File: config.mk
export PLATFORM = sky130hd
export DESIGN_NAME = vision_centering_pid
export DESIGN_NICKNAME = d
export VERILOG_FILES = /design/src/vcp_pkg.sv /design/src/vision_centering_pid.sv
export SDC_FILE = /design/constraint.sdc
export NUM_CORES = 2
export LEC_CHECK = 0
export ABC_AREA = 0
export BUFFER_PORTS_ARGS = -buffer_cell sky130_fd_sc_hd__buf_2
export CAP_MARGIN = 25
export CORE_MARGIN = 2
export CORE_UTILIZATION = 40
export CTS_BUF_LIST = sky130_fd_sc_hd__clkbuf_8
export DETAILED_ROUTE_END_ITERATION = 10
export SLEW_MARGIN = 20
export SYNTH_ARGS = -nofsm -noshare
export SYNTH_HDL_FRONTEND = slang
export SYNTH_SLANG_ARGS = --single-unit
File: constraint.sdc
create_clock -name clk -period 18.85 [get_ports clk]
set_input_delay 4.7125 -clock clk [delete_from_list [all_inputs] [get_ports clk]]
set_output_delay 4.7125 -clock clk [all_outputs]
set_load 0.1 [all_outputs]
File: src/vcp_pkg.sv
// ----------------------------------------------------------------------------
// vcp_pkg
// Shared types, widths and constants of the vision centering PID loop.
// ----------------------------------------------------------------------------
package vcp_pkg;

    // Loop constants
    localparam int TICK_MS        = 20;
    localparam int GAIN_FRAC_BITS = 12;
    localparam int SUM_BITS       = 24;

    // Field widths
    localparam int COORD_W   = 10;
    localparam int ERR_W     = COORD_W + 1;
    localparam int DERR_W    = ERR_W + 1;
    localparam int GAIN_W    = 16;
    localparam int TIME_W    = 16;
    localparam int ELAPSED_W = 17;
    localparam int LIMIT_W   = 7;
    localparam int POWER_W   = 8;
    localparam int CFG_IDX_W = 3;
    localparam int CFG_DATA_W = 16;

    // Product and sum widths: gains enter the multipliers as signed GAIN_W+1
    localparam int PROD_P_W = GAIN_W + 1 + ERR_W;
    localparam int PROD_I_W = GAIN_W + 1 + SUM_BITS;
    localparam int PROD_D_W = GAIN_W + 1 + DERR_W;
    localparam int TOTAL_W  = PROD_I_W + 2;

    localparam logic [ELAPSED_W-1:0] ELAPSED_MAX = {ELAPSED_W{1'b1}};

    // Register reset values
    localparam logic [COORD_W-1:0] TARGET_RST  = '0;
    localparam logic [TIME_W-1:0]  TIMEOUT_RST = '0;
    localparam logic [GAIN_W-1:0]  GAIN_P_RST  = GAIN_W'(819);
    localparam logic [GAIN_W-1:0]  GAIN_I_RST  = GAIN_W'(37);
    localparam logic [GAIN_W-1:0]  GAIN_D_RST  = GAIN_W'(1638);
    localparam logic [LIMIT_W-1:0] LIMIT_RST   = LIMIT_W'(67);
    localparam logic [COORD_W-1:0] GATE_RST    = COORD_W'(200);

    // Configuration register indexes
    typedef enum logic [CFG_IDX_W-1:0] {
        REG_TARGET_X    = 3'd0,
        REG_TIMEOUT_MS  = 3'd1,
        REG_GAIN_P      = 3'd2,
        REG_GAIN_I      = 3'd3,
        REG_GAIN_D      = 3'd4,
        REG_POWER_LIMIT = 3'd5,
        REG_ERROR_GATE  = 3'd6
    } cfg_idx_t;

    // Input item kinds
    typedef enum logic {
        KIND_START  = 1'b0,
        KIND_SAMPLE = 1'b1
    } kind_t;

endpackage

File: src/vision_centering_pid.sv
// ----------------------------------------------------------------------------
// vision_centering_pid
// PID loop that centers the drive on a camera target, with output clamp,
// error gate and drive timeout.
// ----------------------------------------------------------------------------
//
//  Channel | Signals                                   | Direction | Handshake
//  --------+-------------------------------------------+-----------+------------
//  input   | in_valid, in_stall, kind, x_coord         | in        | valid/stall
//  output  | out_valid, out_stall, drive_power,        | out       | valid/stall
//          | error_too_large, timed_out                |           |
//  config  | cfg_valid, cfg_ready, cfg_index, cfg_data | in        | valid/ready
//
//  An accepted item is held in the input register, then goes through the PID
//  datapath into the result register. The datapath (three parallel multiplies,
//  their sum, truncation and clamp) sits between those two registers, so one
//  item is accepted every cycle while the output does not stall.
//  Reset clears the loop state and loads the register defaults.
//  A stall on the output holds the result register and, once the input
//  register is also full, raises in_stall in the same cycle.
//  Configuration is always ready.
//
module vision_centering_pid
(
    input  logic                                 clk,
    input  logic                                 rst_n,

    input  logic                                 in_valid,
    output logic                                 in_stall,
    input  logic                                 kind,
    input  logic [vcp_pkg::COORD_W-1:0]          x_coord,

    output logic                                 out_valid,
    input  logic                                 out_stall,
    output logic signed [vcp_pkg::POWER_W-1:0]   drive_power,
    output logic                                 error_too_large,
    output logic                                 timed_out,

    input  logic                                 cfg_valid,
    output logic                                 cfg_ready,
    input  logic [vcp_pkg::CFG_IDX_W-1:0]        cfg_index,
    input  logic [vcp_pkg::CFG_DATA_W-1:0]       cfg_data
);
    import vcp_pkg::*;

    // Configuration registers
    logic [COORD_W-1:0] target_reg;
    logic [TIME_W-1:0]  timeout_reg;
    logic [GAIN_W-1:0]  gain_p_reg;
    logic [GAIN_W-1:0]  gain_i_reg;
    logic [GAIN_W-1:0]  gain_d_reg;
    logic [LIMIT_W-1:0] limit_reg;
    logic [COORD_W-1:0] gate_reg;

    // Loop state
    logic signed [ERR_W-1:0]    prev_err_reg;
    logic signed [ERR_W-1:0]    prev_err_next;
    logic signed [SUM_BITS-1:0] sum_reg;
    logic signed [SUM_BITS-1:0] sum_next;
    logic [ELAPSED_W-1:0]       elapsed_reg;
    logic [ELAPSED_W-1:0]       elapsed_next;

    // Input register
    logic               in_vld_reg;
    logic               in_kind_reg;
    logic [COORD_W-1:0] in_x_reg;

    // Result register
    logic                       out_vld_reg;
    logic signed [POWER_W-1:0]  power_reg;
    logic signed [POWER_W-1:0]  power_next;
    logic                       gated_reg;
    logic                       gated_next;
    logic                       tout_reg;
    logic                       tout_next;

    // Datapath
    logic                        advance;
    logic                        load_in;
    logic                        fire;
    logic signed [ERR_W-1:0]     err;
    logic [ERR_W-1:0]            err_mag;
    logic signed [SUM_BITS:0]    sum_wide;
    logic signed [SUM_BITS-1:0]  sum_sat;
    logic signed [DERR_W-1:0]    derr;
    logic signed [PROD_P_W-1:0]  prod_p;
    logic signed [PROD_I_W-1:0]  prod_i;
    logic signed [PROD_D_W-1:0]  prod_d;
    logic signed [TOTAL_W-1:0]   total;
    logic signed [TOTAL_W-1:0]   total_adj;
    logic signed [TOTAL_W-1:0]   power_wide;
    logic signed [TOTAL_W-1:0]   lim_pos;
    logic signed [TOTAL_W-1:0]   lim_neg;
    logic signed [TOTAL_W-1:0]   power_clamp;
    logic                        gated;
    logic                        expired;
    logic [ELAPSED_W:0]          elapsed_sum;

    // ------------------------------------------------------------------
    // Flow control: the result register empties or is taken this cycle,
    // then the input register moves forward and can take a new item.
    // ------------------------------------------------------------------
    assign advance  = !out_vld_reg || !out_stall;
    assign in_stall = in_vld_reg && !advance;
    assign load_in  = in_valid && !in_stall;
    assign fire     = in_vld_reg && advance;

    assign cfg_ready = 1'b1;

    // ------------------------------------------------------------------
    // PID datapath for the item in the input register
    // ------------------------------------------------------------------
    assign err = $signed({1'b0, target_reg}) - $signed({1'b0, in_x_reg});
    assign err_mag = err[ERR_W-1] ? ERR_W'(-err) : ERR_W'(err);

    // Saturating accumulate: overflow shows as differing top two bits
    assign sum_wide = {sum_reg[SUM_BITS-1], sum_reg}
                    + (SUM_BITS+1)'(err);
    always_comb
    begin
        if (sum_wide[SUM_BITS] != sum_wide[SUM_BITS-1])
        begin
            sum_sat = sum_wide[SUM_BITS] ? {1'b1, {(SUM_BITS-1){1'b0}}}
                                         : {1'b0, {(SUM_BITS-1){1'b1}}};
        end
        else
        begin
            sum_sat = sum_wide[SUM_BITS-1:0];
        end
    end

    // Derivative uses the error from before this sample
    assign derr = DERR_W'(err) - DERR_W'(prev_err_reg);

    assign prod_p = $signed({1'b0, gain_p_reg}) * err;
    assign prod_i = $signed({1'b0, gain_i_reg}) * sum_sat;
    assign prod_d = $signed({1'b0, gain_d_reg}) * derr;

    assign total = TOTAL_W'(prod_p) + TOTAL_W'(prod_i) + TOTAL_W'(prod_d);

    // Truncate toward zero: bias negative values before the arithmetic shift
    assign total_adj  = total + (total[TOTAL_W-1]
                      ? TOTAL_W'((1 << GAIN_FRAC_BITS) - 1) : TOTAL_W'(0));
    assign power_wide = total_adj >>> GAIN_FRAC_BITS;

    assign lim_pos = $signed(TOTAL_W'(limit_reg));
    assign lim_neg = -lim_pos;

    always_comb
    begin
        if (power_wide > lim_pos)
        begin
            power_clamp = lim_pos;
        end
        else if (power_wide < lim_neg)
        begin
            power_clamp = lim_neg;
        end
        else
        begin
            power_clamp = power_wide;
        end
    end

    assign gated   = err_mag > {1'b0, gate_reg};
    assign expired = elapsed_reg >= ELAPSED_W'(timeout_reg);

    assign elapsed_sum = {1'b0, elapsed_reg} + (ELAPSED_W+1)'(TICK_MS);

    // ------------------------------------------------------------------
    // Result and next state per item kind
    // ------------------------------------------------------------------
    always_comb
    begin
        prev_err_next = prev_err_reg;
        sum_next      = sum_reg;
        elapsed_next  = elapsed_reg;
        power_next    = '0;
        gated_next    = 1'b0;
        tout_next     = 1'b0;

        if (in_kind_reg == KIND_START)
        begin
            // Clear the loop state, report zero power
            prev_err_next = '0;
            sum_next      = '0;
            elapsed_next  = '0;
        end
        else if (expired)
        begin
            // Drive window over: hold state, flag timeout
            tout_next = 1'b1;
        end
        else
        begin
            prev_err_next = err;
            sum_next      = sum_sat;
            elapsed_next  = elapsed_sum[ELAPSED_W] ? ELAPSED_MAX
                                                   : elapsed_sum[ELAPSED_W-1:0];
            gated_next    = gated;
            power_next    = gated ? '0 : power_clamp[POWER_W-1:0];
        end
    end

    // ------------------------------------------------------------------
    // Configuration registers
    // ------------------------------------------------------------------
    always_ff @(posedge clk or negedge rst_n)
    begin
        if (!rst_n)
        begin
            target_reg  <= TARGET_RST;
            timeout_reg <= TIMEOUT_RST;
            gain_p_reg  <= GAIN_P_RST;
            gain_i_reg  <= GAIN_I_RST;
            gain_d_reg  <= GAIN_D_RST;
            limit_reg   <= LIMIT_RST;
            gate_reg    <= GATE_RST;
        end
        else if (cfg_valid && cfg_ready)
        begin
            unique case (cfg_idx_t'(cfg_index))
                REG_TARGET_X:    target_reg  <= cfg_data[COORD_W-1:0];
                REG_TIMEOUT_MS:  timeout_reg <= cfg_data[TIME_W-1:0];
                REG_GAIN_P:      gain_p_reg  <= cfg_data[GAIN_W-1:0];
                REG_GAIN_I:      gain_i_reg  <= cfg_data[GAIN_W-1:0];
                REG_GAIN_D:      gain_d_reg  <= cfg_data[GAIN_W-1:0];
                REG_POWER_LIMIT: limit_reg   <= cfg_data[LIMIT_W-1:0];
                REG_ERROR_GATE:  gate_reg    <= cfg_data[COORD_W-1:0];
                default:         ;
            endcase
        end
    end

    // ------------------------------------------------------------------
    // Control and loop state
    // ------------------------------------------------------------------
    always_ff @(posedge clk or negedge rst_n)
    begin
        if (!rst_n)
        begin
            in_vld_reg   <= 1'b0;
            out_vld_reg  <= 1'b0;
            prev_err_reg <= '0;
            sum_reg      <= '0;
            elapsed_reg  <= '0;
        end
        else
        begin
            if (!in_stall)
            begin
                in_vld_reg <= in_valid;
            end
            if (advance)
            begin
                out_vld_reg <= in_vld_reg;
            end
            if (fire)
            begin
                prev_err_reg <= prev_err_next;
                sum_reg      <= sum_next;
                elapsed_reg  <= elapsed_next;
            end
        end
    end

    // Payload registers: load on handshake, hold while stalled
    always_ff @(posedge clk)
    begin
        if (load_in)
        begin
            in_kind_reg <= kind;
            in_x_reg    <= x_coord;
        end
        if (fire)
        begin
            power_reg <= power_next;
            gated_reg <= gated_next;
            tout_reg  <= tout_next;
        end
    end

    assign out_valid       = out_vld_reg;
    assign drive_power     = power_reg;
    assign error_too_large = gated_reg;
    assign timed_out       = tout_reg;

endmodule

==> reports/results.txt <==
Status - complete, no violations
Worst Path Arrival - 18030 ps
Fraction of registers with async set/reset - 0.8727
Syn Area/Cell - 9.011 µm²
Overflow after GRT - 0
CTS H-tree depth - 4
Vias in the first global route - 30620
Max FFs per register - 24
Antenna-violating nets left - 0
Crit path required time - 19240 ps
Startpoint types - flop
Worst Tran Pin Value - 1020 ps
Crit path max fanout - 29
Simple-gate share of the synthesized area - 0.1525
Flops & latches, synth - 165
XOR/XNOR Fraction of Synth Area - 0.02713
Period Utilization, post-route - 0.9359
Commonest non-fill, non-tap cells in the layout - inv_1, fa_1, nand2_1
# nets final - 5565
Commonest non-fill, non-tap cell in the layout - inv_1
Slowest CP cell - fa_1
Worst Hold Class - reg2reg
Max clock buf depth - 2
Hold-fix buffers, CTS - 0
Setup-failing EPs final - 0
Vias per inst - 5.216
CTS sink cnt - 165
IO Count - 48
CP dominant cell by count - fa_1
Largest net degree at the start of global routing - 86
CTS clk-pin slew, worst paths - 110 ps
Post-synth EDFFs - 21
I/O Buffers - 46
CTS Root Cell - clkbuf_8
CP top delay family - compound AO/OA/AOI/OAI gates
Fillcell total - 9669
Syn nets - 5575
Primary FF master, synth - dfrtp_1
Initial antenna violation count - 9
DPL Wire Length - 96390 µm
Max-Cap Viols - 0
CP bufs+invs - 10
Slew margin rel. - 0.3171
GP Congestion - 0.9728
Initial Util - 0.4036
Die X - 318.9 µm
Die height - 318.9 µm
Synthesis-to-finish area growth - 6.220%
Clock Latency Late Sink - 550 ps
Synth Area in Adders - 0.5044
Max incr delay on CP - 530 ps
Crit Path Category - reg2reg
Vias post-DR - 29720
Fmax - 56.69 MHz
First-pass GRT wire length - 182200 µm
Crit end category - flop
Synth Warn # - 0
Final Skew - 27.87 ps
Pins Over Slew Limit - 0
Largest family of logic cells by synthesized area - adder cells
Final WL - 115200 µm
Routed len/inst - 20.22 µm
FP Rows - 115
Sequential area share after synthesis - 0.1074
CTS tree - done
Gr usage total - 0.2354
Crit path time final - 17640 ps
1st-iter DRT viols - 2228
Total CTS buffers - 17
Hold Fails Final Rpt - 0
Mux share of post-synthesis cell area - 0.02413
DR pass1 iterations - 5
DRC violations left - 0
Die ar. - 101700 µm²
Yosys cell types - 90
Layout cell share with drive strength beyond 1 - 0.08173
Core area - 98280 µm²
Post-Synthesis Cells - 4402
Synth Area in Compound Gates - 0.07009
Sum Neg Setup Slack - 0 ps
Post-Syn Area - 39670 µm²
## logic make-up (layout without fill, tap and decap cells)
kind of cell / count (synthesis) / in the layout
other: 1 / 7
buffers and inverters: 1199 / 1202
AO/OA/AOI/OAI: 422 / 422
XOR/XNOR: 122 / 122
AND/OR/NAND/NOR: 1268 / 1268
adder cells (fa/ha/maj): 1139 / 1139
multiplexers: 86 / 86
flip-flops: 165 / 165
## stage by stage
stage | hold slack [ps] | std cells | cell area (µm²) | utilization | worst slack (ps)
2_1_floorplan | 456.3 | 4402 | 39670 | - | 2111
3_5_place_dp | 477.3 | 5656 | 41620 | 0.4235 | 878.3
5_1_grt | 532.0 | 5693 | 42120 | 0.4286 | -52.35
4_1_cts | 502.1 | 5688 | 42040 | 0.4278 | 798.3
6_report | 499.7 | 5698 | 42130 | 0.4287 | 1209
3_3_place_gp | 466.7 | 5656 | 41620 | 0.4235 | 1202
## cells in the mapped netlist (8+ instances only)
cell type	instances	share of area
a211oi_1	14	0.0026
a21o_1	34	0.0064
a21oi_1	98	0.012
a22o_1	15	0.0033
a31oi_1	10	0.0016
and2_1	182	0.029
and3_1	15	0.0024
and4_1	9	0.0020
buf_2	9	0.0011
clkbuf_1	147	0.014
dfrtp_1	123	0.078
dfstp_2	21	0.014
edfxtp_1	21	0.016
fa_1	767	0.39
ha_1	371	0.12
inv_1	1035	0.098
mux2_2	77	0.022
mux2i_1	9	0.0023
nand2_1	509	0.048
nand2b_1	37	0.0058
nand3_1	24	0.0030
nand4_1	30	0.0047
nor2_1	269	0.025
nor2b_1	52	0.0082
nor3_1	35	0.0044
nor3b_1	9	0.0017
nor4_1	13	0.0021
o211ai_1	9	0.0017
o21a_1	16	0.0030
o21ai_0	129	0.016
o21bai_1	14	0.0026
o22ai_1	8	0.0013
or2_2	35	0.0055
or3_1	11	0.0017
xnor2_1	68	0.015
xor2_1	53	0.012
## area by class of cell
cell class	instances	area [µm²]	area share
diodes	6	15.01	0.0003564
clock inverters	14	171.4	0.004068
clock buffers	18	247.7	0.005880
multi-input cells	3038	31020	0.7362
flip-flops and latches	165	4260	0.1011
repair buffers	135	924.6	0.02195
inverters	1035	3885	0.09221
well taps	1287	1610	0.03822
## layer usage
layer / global-route usage / wire length, µm / part of all wire
met4: 0.08815 / 4877 / 0.042
met5: 0 / 0 / 0
met1: 0.3163 / 47500 / 0.41
met2: 0.3829 / 54660 / 0.47
met3: 0.03785 / 8191 / 0.071
## worst paths after layout
kind                                                      to  cells after the start                 startpoint  slack (ps)
worst min-delay path                  sum_reg[3]$_DFFE_PN0P_                      2     sum_reg[3]$_DFFE_PN0P_         500
worst max register to register  drive_power[2]$_SDFFCE_PP0P_                     77  target_reg[0]$_DFFE_PN0P_        1210
min in group asynchronous             in_vld_reg$_DFFE_PN0N_                      1                      rst_n        4210
max in group asynchronous             sum_reg[2]$_DFFE_PN0P_                      2                      rst_n       13100
worst max-delay path            drive_power[2]$_SDFFCE_PP0P_                     77  target_reg[0]$_DFFE_PN0P_        1210
worst min register to register        sum_reg[3]$_DFFE_PN0P_                      2     sum_reg[3]$_DFFE_PN0P_         500
## timing repair
action                                  CTS  global route
endpoints found under the hold margin     0             0
endpoints found under the setup margin    0             8
buffers inserted                          0             3
resized for setup                         0            14
## worst min-delay path, delay by kind of cell, from the launching register on
| family | cells | cell delay [ps] |
|---|---|---|
| AO/OA/AOI/OAI | 1 | 60 |
| flip-flops | 1 | 370 |
| AND/OR/NAND/NOR | 1 | 50 |
Power is left out: the tool's default activity adds up to more than one toggle a clock period on the data nets, which glitch-free logic cannot reach.
